--- src/design/mcbr_pkg.sv ---
// Package of the breathing ramp unit: payload structs, codes and defaults.
// Used by every module of the unit but mcbr_ram, and by its checker.
package mcbr_pkg;

  // Defaults of the top level parameters
  localparam int NUM_CHANNELS_DEF = 32;
  localparam int LEVEL_BITS_DEF   = 12;

  // Fixed field widths of the channels
  localparam int CH_BITS      = 5;
  localparam int FIELD_BITS   = 12;
  localparam int CFG_IDX_BITS = 1;

  // Configuration reset values
  localparam logic [FIELD_BITS-1:0] LEVEL_MAX_RST = 12'd2500;
  localparam logic [FIELD_BITS-1:0] LEVEL_MIN_RST = 12'd0;

  // Item function codes
  localparam logic FUNC_TICK = 1'b0;
  localparam logic FUNC_SET  = 1'b1;

  // Configuration register indexes
  localparam logic [CFG_IDX_BITS-1:0] CFG_LEVEL_MAX = 1'b0;
  localparam logic [CFG_IDX_BITS-1:0] CFG_LEVEL_MIN = 1'b1;

  typedef struct packed {
    logic                  func;
    logic [CH_BITS-1:0]    channel;
    logic [FIELD_BITS-1:0] step;
    logic                  rising;
    logic [FIELD_BITS-1:0] start_level;
  } in_item_t;

  typedef struct packed {
    logic [CH_BITS-1:0]    out_channel;
    logic [FIELD_BITS-1:0] level;
    logic                  last;
  } out_item_t;

  // Sequencer states
  typedef enum logic [3:0] {
    S_IDLE = 4'b0001,
    S_SCAN = 4'b0010,
    S_READ = 4'b0100,
    S_PUT  = 4'b1000
  } state_t;

endpackage

--- src/design/mcbr_ram.sv ---
// Generic simple dual-port RAM with one write port and a registered read port.
// Depends on nothing.
module mcbr_ram #(
  parameter int WIDTH = 8,
  parameter int DEPTH = 32,
  localparam int AW = (DEPTH > 1) ? $clog2(DEPTH) : 1
) (
  input  logic             clk,
  input  logic             we,
  input  logic [AW-1:0]    waddr,
  input  logic [WIDTH-1:0] wdata,
  input  logic [AW-1:0]    raddr,
  output logic [WIDTH-1:0] rdata
);

  logic [WIDTH-1:0] mem [DEPTH];
  logic [WIDTH-1:0] rdata_r;

  // Write, and register the read word
  always_ff @(posedge clk) begin
    if (we) begin
      mem[waddr] <= wdata;
    end
    rdata_r <= mem[raddr];
  end

  assign rdata = rdata_r;

endmodule

--- src/design/mcbr_advance.sv ---
// One ramp step of a channel: move the level by the step, clamp and turn.
// Depends on mcbr_pkg for the limit width.
module mcbr_advance import mcbr_pkg::*; #(
  parameter int LEVEL_BITS = LEVEL_BITS_DEF
) (
  input  logic [LEVEL_BITS-1:0] level,
  input  logic [LEVEL_BITS-1:0] step,
  input  logic                  rising,
  input  logic [FIELD_BITS-1:0] lvl_max,
  input  logic [FIELD_BITS-1:0] lvl_min,
  output logic [LEVEL_BITS-1:0] new_level,
  output logic                  new_rising
);

  // Wide enough that neither sum wraps
  localparam int CW = ((LEVEL_BITS > FIELD_BITS) ? LEVEL_BITS : FIELD_BITS) + 1;

  logic [CW-1:0] lv_w, st_w, max_w, min_w, sum_w, thr_w, res_w;

  assign lv_w  = CW'(level);
  assign st_w  = CW'(step);
  assign max_w = CW'(lvl_max);
  assign min_w = CW'(lvl_min);
  assign sum_w = lv_w + st_w;
  assign thr_w = min_w + st_w;

  // Clamp at the top going up, at the bottom going down
  always_comb begin
    if (rising) begin
      if (sum_w >= max_w) begin
        res_w      = max_w;
        new_rising = 1'b0;
      end else begin
        res_w      = sum_w;
        new_rising = 1'b1;
      end
    end else begin
      if (lv_w <= thr_w) begin
        res_w      = min_w;
        new_rising = 1'b1;
      end else begin
        res_w      = lv_w - st_w;
        new_rising = 1'b0;
      end
    end
  end

  assign new_level = res_w[LEVEL_BITS-1:0];

endmodule

--- src/design/multi_channel_breathing_ramp_unit.sv ---
// Top level of the breathing ramp unit: sequencer, enable bits, channel RAM.
// Depends on mcbr_pkg, mcbr_ram and mcbr_advance.
//
//   port group | direction | handshake          | payload
//   in_        | input     | in_valid/in_stall   | in_item_t
//   out_       | output    | out_valid/out_stall | out_item_t
//   cfg_       | input     | cfg_valid/cfg_ready | cfg_index, cfg_data
//
// A set item for a valid channel passes through the transfer and the output load.
// A tick with a channel enabled passes through the transfer, a scan step per disabled
// channel below the highest enabled one and, per enabled channel, the RAM read, the update
// and write back, and the output load, all through the single channel RAM port pair.
// Reset clears the enable bits and loads the default limits; the channel RAM is not
// cleared.
// A stalled output holds the walk in its output load step; the input is
// stalled while a tick or a set result is in progress.
module multi_channel_breathing_ramp_unit import mcbr_pkg::*; #(
  parameter int NUM_CHANNELS = NUM_CHANNELS_DEF,
  parameter int LEVEL_BITS   = LEVEL_BITS_DEF
) (
  input  logic                    clk,
  input  logic                    rst_n,
  input  logic                    in_valid,
  output logic                    in_stall,
  input  in_item_t                in_data,
  output logic                    out_valid,
  input  logic                    out_stall,
  output out_item_t               out_data,
  input  logic                    cfg_valid,
  output logic                    cfg_ready,
  input  logic [CFG_IDX_BITS-1:0] cfg_index,
  input  logic [FIELD_BITS-1:0]   cfg_data
);

  localparam int IDXW  = (NUM_CHANNELS > 1) ? $clog2(NUM_CHANNELS) : 1;
  localparam int CNTW  = $clog2(NUM_CHANNELS + 1);
  localparam int WORDW = 2 * LEVEL_BITS + 1;

  state_t                  state_r, state_nxt;
  logic [NUM_CHANNELS-1:0] en_r, en_nxt;
  logic [CNTW-1:0]         en_cnt_r, en_cnt_nxt;
  logic [CNTW-1:0]         emit_cnt_r, emit_cnt_nxt;
  logic [IDXW-1:0]         idx_r, idx_nxt;
  logic [FIELD_BITS-1:0]   lvl_max_r, lvl_min_r;
  out_item_t               res_r, res_nxt;
  out_item_t               out_data_r, out_data_nxt;
  logic                    out_valid_r, out_valid_nxt;

  logic                    in_xfer, slot_free;
  logic [CH_BITS+IDXW-1:0] ch_ext;
  logic                    ch_ok;
  logic [IDXW-1:0]         set_idx;
  logic [FIELD_BITS+LEVEL_BITS-1:0] step_ext, start_ext;
  logic [LEVEL_BITS-1:0]   set_step, set_level;

  logic                    ram_we;
  logic [IDXW-1:0]         ram_waddr;
  logic [WORDW-1:0]        ram_wdata, ram_rdata;

  logic [LEVEL_BITS-1:0]   rd_level, rd_step, adv_level;
  logic                    rd_rising, adv_rising;
  logic [LEVEL_BITS+FIELD_BITS-1:0] adv_ext, set_lv_ext;
  logic [IDXW+CH_BITS-1:0] idx_ext;

  assign in_stall  = (state_r != S_IDLE);
  assign in_xfer   = in_valid && !in_stall;
  assign cfg_ready = 1'b1;
  assign slot_free = !out_valid_r || !out_stall;

  // Decode the set item fields
  assign ch_ext    = {{IDXW{1'b0}}, in_data.channel};
  assign ch_ok     = ch_ext < (CH_BITS + IDXW)'(NUM_CHANNELS);
  assign set_idx   = ch_ext[IDXW-1:0];
  assign step_ext  = {{LEVEL_BITS{1'b0}}, in_data.step};
  assign start_ext = {{LEVEL_BITS{1'b0}}, in_data.start_level};
  assign set_step  = step_ext[LEVEL_BITS-1:0];
  assign set_level = start_ext[LEVEL_BITS-1:0];
  assign set_lv_ext = {{FIELD_BITS{1'b0}}, set_level};

  // Split the channel word read back from RAM
  assign {rd_rising, rd_step, rd_level} = ram_rdata;
  assign adv_ext = {{FIELD_BITS{1'b0}}, adv_level};
  assign idx_ext = {{CH_BITS{1'b0}}, idx_r};

  mcbr_advance #(
    .LEVEL_BITS(LEVEL_BITS)
  ) u_adv (
    .level     (rd_level),
    .step      (rd_step),
    .rising    (rd_rising),
    .lvl_max   (lvl_max_r),
    .lvl_min   (lvl_min_r),
    .new_level (adv_level),
    .new_rising(adv_rising)
  );

  mcbr_ram #(
    .WIDTH(WORDW),
    .DEPTH(NUM_CHANNELS)
  ) u_ram (
    .clk  (clk),
    .we   (ram_we),
    .waddr(ram_waddr),
    .wdata(ram_wdata),
    .raddr(idx_r),
    .rdata(ram_rdata)
  );

  // Sequence set items and the channel walk of a tick
  always_comb begin
    state_nxt    = state_r;
    en_nxt       = en_r;
    en_cnt_nxt   = en_cnt_r;
    emit_cnt_nxt = emit_cnt_r;
    idx_nxt      = idx_r;
    res_nxt      = res_r;
    ram_we       = 1'b0;
    ram_waddr    = idx_r;
    ram_wdata    = {adv_rising, rd_step, adv_level};
    case (state_r)
      S_IDLE: begin
        if (in_xfer) begin
          if (in_data.func == FUNC_SET) begin
            if (ch_ok) begin
              ram_we              = 1'b1;
              ram_waddr           = set_idx;
              ram_wdata           = {in_data.rising, set_step, set_level};
              en_nxt[set_idx]     = 1'b1;
              if (!en_r[set_idx]) begin
                en_cnt_nxt = en_cnt_r + CNTW'(1);
              end
              res_nxt.out_channel = in_data.channel;
              res_nxt.level       = set_lv_ext[FIELD_BITS-1:0];
              res_nxt.last        = 1'b1;
              state_nxt           = S_PUT;
            end
          end else if (en_cnt_r != '0) begin
            idx_nxt      = '0;
            emit_cnt_nxt = '0;
            state_nxt    = S_SCAN;
          end
        end
      end
      S_SCAN: begin
        // Read is issued at idx_r; skip disabled channels
        if (en_r[idx_r]) begin
          state_nxt = S_READ;
        end else begin
          idx_nxt = idx_r + IDXW'(1);
        end
      end
      S_READ: begin
        ram_we              = 1'b1;
        emit_cnt_nxt        = emit_cnt_r + CNTW'(1);
        res_nxt.out_channel = idx_ext[CH_BITS-1:0];
        res_nxt.level       = adv_ext[FIELD_BITS-1:0];
        res_nxt.last        = (emit_cnt_r + CNTW'(1)) == en_cnt_r;
        state_nxt           = S_PUT;
      end
      S_PUT: begin
        if (slot_free) begin
          if (res_r.last) begin
            state_nxt = S_IDLE;
          end else begin
            idx_nxt   = idx_r + IDXW'(1);
            state_nxt = S_SCAN;
          end
        end
      end
      default: begin
        state_nxt = S_IDLE;
      end
    endcase
  end

  // Output register: load the pending result, drop it once transferred
  always_comb begin
    out_valid_nxt = out_valid_r;
    out_data_nxt  = out_data_r;
    if (state_r == S_PUT && slot_free) begin
      out_valid_nxt = 1'b1;
      out_data_nxt  = res_r;
    end else if (out_valid_r && !out_stall) begin
      out_valid_nxt = 1'b0;
    end
  end

  // Control state
  always_ff @(posedge clk) begin
    if (!rst_n) begin
      state_r     <= S_IDLE;
      en_r        <= '0;
      en_cnt_r    <= '0;
      emit_cnt_r  <= '0;
      idx_r       <= '0;
      out_valid_r <= 1'b0;
      lvl_max_r   <= LEVEL_MAX_RST;
      lvl_min_r   <= LEVEL_MIN_RST;
    end else begin
      state_r     <= state_nxt;
      en_r        <= en_nxt;
      en_cnt_r    <= en_cnt_nxt;
      emit_cnt_r  <= emit_cnt_nxt;
      idx_r       <= idx_nxt;
      out_valid_r <= out_valid_nxt;
      if (cfg_valid && cfg_ready) begin
        case (cfg_index)
          CFG_LEVEL_MAX: lvl_max_r <= cfg_data;
          CFG_LEVEL_MIN: lvl_min_r <= cfg_data;
          default: begin
          end
        endcase
      end
    end
  end

  // Payload registers
  always_ff @(posedge clk) begin
    res_r      <= res_nxt;
    out_data_r <= out_data_nxt;
  end

  assign out_valid = out_valid_r;
  assign out_data  = out_data_r;

endmodule

--- config.mk ---
export PLATFORM = sky130hd
export DESIGN_NAME = multi_channel_breathing_ramp_unit
export DESIGN_NICKNAME = d
export VERILOG_FILES = /design/src/design/mcbr_pkg.sv /design/src/design/mcbr_ram.sv /design/src/design/mcbr_advance.sv /design/src/design/multi_channel_breathing_ramp_unit.sv
export SDC_FILE = /design/constraint.sdc
export NUM_CORES = 1
export LEC_CHECK = 0
export BUFFER_PORTS_ARGS = -buffer_cell sky130_fd_sc_hd__buf_2
export CORE_MARGIN = 5
export CORE_UTILIZATION = 30
export CTS_BUF_LIST = sky130_fd_sc_hd__clkbuf_4
export CTS_CLUSTER_DIAMETER = 150
export DETAILED_ROUTE_END_ITERATION = 12
export PLACE_DENSITY = 0.45
export SLEW_MARGIN = 20
export SYNTH_ARGS = -nofsm -noshare
export SYNTH_HDL_FRONTEND = slang
export SYNTH_SLANG_ARGS = --single-unit
--- constraint.sdc ---
create_clock -name clk -period 6.2 [get_ports clk]
set_input_delay 0.31 -clock clk [delete_from_list [all_inputs] [get_ports clk]]
set_output_delay 0.31 -clock clk [all_outputs]
set_load 0.03 [all_outputs]
==> tab_implementation.tex <==
\begin{tabular}{lr}
\hline
Metric & Value \\
\hline
\multicolumn{2}{l}{\textbf{Clock tree}} \\
\quad TritonCTS Sinks & 939 \\
\quad CTS buffer count & 275 \\
\quad Clock tree from TritonCTS & done \\
\quad Clock latency on the worst-skew pair & 1.14 ns \\
\quad Max clock buf depth & 4 \\
\quad Post-CTS resize count & 0 \\
\quad Clock transition at the register clock pins on the worst setup and hold paths after CTS & 0.06 ns \\
\quad Library cell used as clock root buffer & clkbuf\_4 \\
\quad Depth of the CTS H-tree & 5 \\
\multicolumn{2}{l}{\textbf{Power and ir drop}} \\
\quad Fraction of power spent switching nets & 24.3\% \\
\quad Share of power burned in registers & 52.4\% \\
\quad Portion of total power attributed to combinational logic & 7.9\% \\
\quad Worst vdd rail ir drop & 0.134 mV \\
\quad Leakage power of the design & 14.8 nW \\
\quad Power density over the cells & 302 mW/mm\^{}2 \\
\quad Power spent charging and discharging nets & 3.37 mW \\
\quad Cell-internal power & 10.5 mW \\
\quad Clk network pwr share & 39.7\% \\
\multicolumn{2}{l}{\textbf{Detailed routing}} \\
\quad Detail-routed net length per standard cell & 27.0 um \\
\quad Ratio of routed vias to standard cells & 5.03 \\
\quad DRC Markers & 0 \\
\quad Final Routed Wirelength & 119 mm \\
\quad Drt first pass iters & 5 \\
\quad DR iter-0 viols & 1769 \\
\quad Total vias in the final route & 22.2k \\
\quad Post-detailed-route count of antenna-violating nets & 0 \\
\multicolumn{2}{l}{\textbf{Layout}} \\
\quad Utilization after layout & 35.7\% \\
\quad Net count, final & 2616 \\
\quad Post-Layout Inst Area & 0.0460 sq mm \\
\quad Synth-to-Final Area Change & 18.5\% \\
\quad Total area of multi-input combinational cells & 0.0115 sq mm \\
\quad Share of layout cells above drive strength 1 & 34.9\% \\
\quad Reg area & 0.0272 sq mm \\
\quad Filler instances & 12.2k \\
\multicolumn{2}{l}{\textbf{Critical path}} \\
\quad Kind of capture point of the worst setup path & flip-flop \\
\quad Startpoint-to-endpoint class of the critical path & reg2reg \\
\quad Delay-heaviest family, CP & compound AO/OA/AOI/OAI gates \\
\quad Buf/Inv on CP & 3 \\
\quad Largest stage delay on the critical path & 0.66 ns \\
\quad Slowest cell on the critical path & a221oi\_1 \\
\quad Critical path fanouts, max & 25 \\
\quad Sequence of cells on the critical path & inv\_1 -> ha\_1 -> nor2b\_1 -> or4\_1 -> o21a\_1 -> nor4b\_1 -> a21oi\_1 -> and2\_1 -> ha\_1 -> o21a\_1 -> o21ai\_0 -> nor2\_1 -> a221oi\_1 -> buf\_2 -> a21oi\_1 -> a211oi\_1 -> o31ai\_4 -> buf\_6 \\
\quad Kind of start point of the critical path & flip-flop \\
\quad Required time of the worst setup path & 6.99 ns \\
\quad Data arrival time of the worst path & 6.03 ns \\
\multicolumn{2}{l}{\textbf{Logic synthesis}} \\
\quad Fraction of synthesis flops using an asynchronous set or reset pin & 0\% \\
\quad Main synth FF type & edfxtp\_1 \\
\quad Number of enable-type register cells in the synthesized netlist & 836 \\
\quad Distinct cells, synth & 66 \\
\quad Post-Syn Area & 0.0388 sq mm \\
\quad Post-synthesis sequential area ratio & 70.0\% \\
\quad Cell count after synthesis & 2120 \\
\quad Synth Net Count & 2235 \\
\quad Yosys top cell by area & edfxtp\_1 \\
\quad Count of yosys warnings during synthesis & 0 \\
\quad Top-area cell type share of the netlist area & 64.7\% \\
\quad Post-synthesis register bit count & 939 \\
\quad Top area cells in the synthesized netlist & edfxtp\_1 (65\%), mux4\_2 (16\%), dfxtp\_1 (5.3\%) \\
\quad Avg Cell Area, Syn & 18.3 sq um \\
\multicolumn{2}{l}{\textbf{Timing}} \\
\quad Final setup margin & 0.962 ns \\
\quad Final setup skew & 0.0835 ns \\
\quad Share of the clock period used by the worst path & 84.5\% \\
\quad Slew Viols, Final & 0 \\
\quad Clock period minus final worst setup slack & 5.24 ns \\
\quad Setup-violating endpoint count in the final report & 0 \\
\quad Max Clock Freq & 191 MHz \\
\quad Worst Max-Slew Pin Slew & 1.15 ns \\
\quad Final count of hold timing violations & 0 \\
\quad Slew HR & 23.0\% \\
\quad RSZ-0062 raised after global routing & no \\
\quad Final-layout setup total negative slack & 0 ns \\
\multicolumn{2}{l}{\textbf{Placed design}} \\
\quad Worst-case setup slack after placement & 0.941 ns \\
\quad Final weighted congestion in routability-driven placement & 0.926 \\
\quad Number of buffer cells added on primary ports & 68 \\
\quad Estimated wirelength of the detail-placed design & 71.8 mm \\
\quad Total cell area at the placement stage & 0.0420 sq mm \\
\multicolumn{2}{l}{\textbf{Run}} \\
\quad Max-capacitance violation count & 0 \\
\multicolumn{2}{l}{\textbf{Die}} \\
\quad FP Rows & 132 \\
\quad Y dimension of the die & 370 um \\
\quad Initial cell density of the core & 30.1\% \\
\quad Width of the die & 370 um \\
\quad Die area & 0.137 sq mm \\
\quad \# IOs & 70 \\
\quad Placeable Area & 0.129 sq mm \\
\multicolumn{2}{l}{\textbf{GRT}} \\
\quad Number of antenna violations at the first check in global routing & 5 \\
\quad Total routing usage reported by global routing & 17.3\% \\
\quad Via count of the first global-routing pass & 23.1k \\
\quad GR Overflow Total & 0 \\
\quad Wire length of the first global-routing pass & 169 mm \\
\quad Maximum number of pins on one net before global-route repair & 128 \\
\multicolumn{2}{l}{\textbf{Outcome}} \\
\quad Run status & finished, final reports clean \\
\multicolumn{2}{l}{\textbf{Min path}} \\
\quad Min-delay worst type & in2reg \\
\hline
\end{tabular}
stage by stage:
stage | total power, mW | hold slack, ns | cells
6_report | 13.9 | 0.142 | 4415
3_5_place_dp | 8.47 | 0.409 | 3890
3_3_place_gp | 8.43 | 0.406 | 3888
2_1_floorplan | 8.00 | 0.400 | 2120
4_1_cts | 14.1 | 0.00291 | 4404
5_1_grt | 14.6 | 0.0674 | 4415
worst min-delay path, cell delays in order:
cell and delay, ns:
dlygate4sd3_1 0.52, buf_2 0.14, nand2_1 0.05, o31ai_1 0.07
final timing paths:
check,from,end,slack [ns],cells past startpoint
min,in_data[5],res_r[6],0.14,4
max reg2reg,u_ram.rdata[16],u_ram.mem[28][7],0.96,18
min reg2reg,res_r[6],out_data[6],0.42,0
max,u_ram.rdata[16],u_ram.mem[28][7],0.96,18
cell usage in the layout, fill, tap and decap left out, types with 32 or more instances in the layout:
cell type      instances
o21ai_0               35
edfxtp_1             836
nor2_4                32
clkbuf_4             393
dlygate4sd3_1         70
mux4_2               268
dfxtp_1               98
nor2_1                40
a21oi_1               61
buf_2                 68
clkinv_1              34
nor2b_1               49
buf_4                 67
nand2_1              129
ha_1                  63
inv_1                 46
layout make-up:
class	instances	area share, %
flip-flops and latches	939	59.1
multi-input cells	1024	25.1
clock buffers	393	6.41
well taps	1742	4.74
repair buffers	215	3.71
clock inverters	51	0.549
inverters	46	0.375
diodes	5	0.0272
synth_stat cells (all sizes together) (6+ instances only):
cell / instances
mux2: 27
inv: 46
a211oi: 17
nor2b: 50
nor4: 6
xor2: 20
edfxtp: 836
nand2b: 12
o21ai: 46
ha: 63
o21bai: 7
nor2: 72
nand4: 14
a21boi: 25
xnor2: 21
clkbuf: 89
o21a: 13
or2: 7
o31ai: 25
o211ai: 9
dfxtp: 103
buf: 22
a21oi: 62
nor3: 25
nand2: 130
and3: 8
nand3: 14
a31oi: 8
mux4: 268
and2: 12
routing by layer:
metal  global-route usage (%)  vias to the layer above  share of wire (%)
met2                     27.5                      788                 47
met5                        0                        -                  0
met3                     3.40                      206                5.6
li1                         -                     9495                  -
met4                     5.69                        0                2.4
met1                     24.0                    11700                 45
state kept, by name (all words and copies together), names as in the netlist:
register     flops
out_valid        1
u_ram.rdata     25
lvl_min_r       12
res_r           18
en_r            32
state_r          4
idx_r            5
lvl_max_r       12
emit_cnt_r       6
out_data        18
en_cnt_r         6
u_ram.mem      800
power groups by stage:
stage / clock network, mW / logic, mW / registers [mW]
final: 5.52 / 1.10 / 7.28
after global routing: 6.09 / 1.20 / 7.28
after CTS: 5.72 / 1.08 / 7.29
after detailed placement: 0 / 1.04 / 7.42
after global placement: 0 / 1.01 / 7.42
after floorplan: 0 / 0.578 / 7.42
timing repair:
action | CTS | global route
setup buffers | 0 | 0
hold endpoints to repair | 817 | 0
hold buffers | 70 | 0
logic make-up after synthesis:
group                      synth area share (%)
and+or+nand+nor                            4.60
AOI/OAI and AO/OA                          4.31
other                                   0.00966
muxes                                      16.4
xor gates and xnor gates                  0.925
buffers and inverters                      1.57
adders and majority gates                  2.19
DFF                                        70.0
Note: power is estimated with default switching activity, not from simulation.
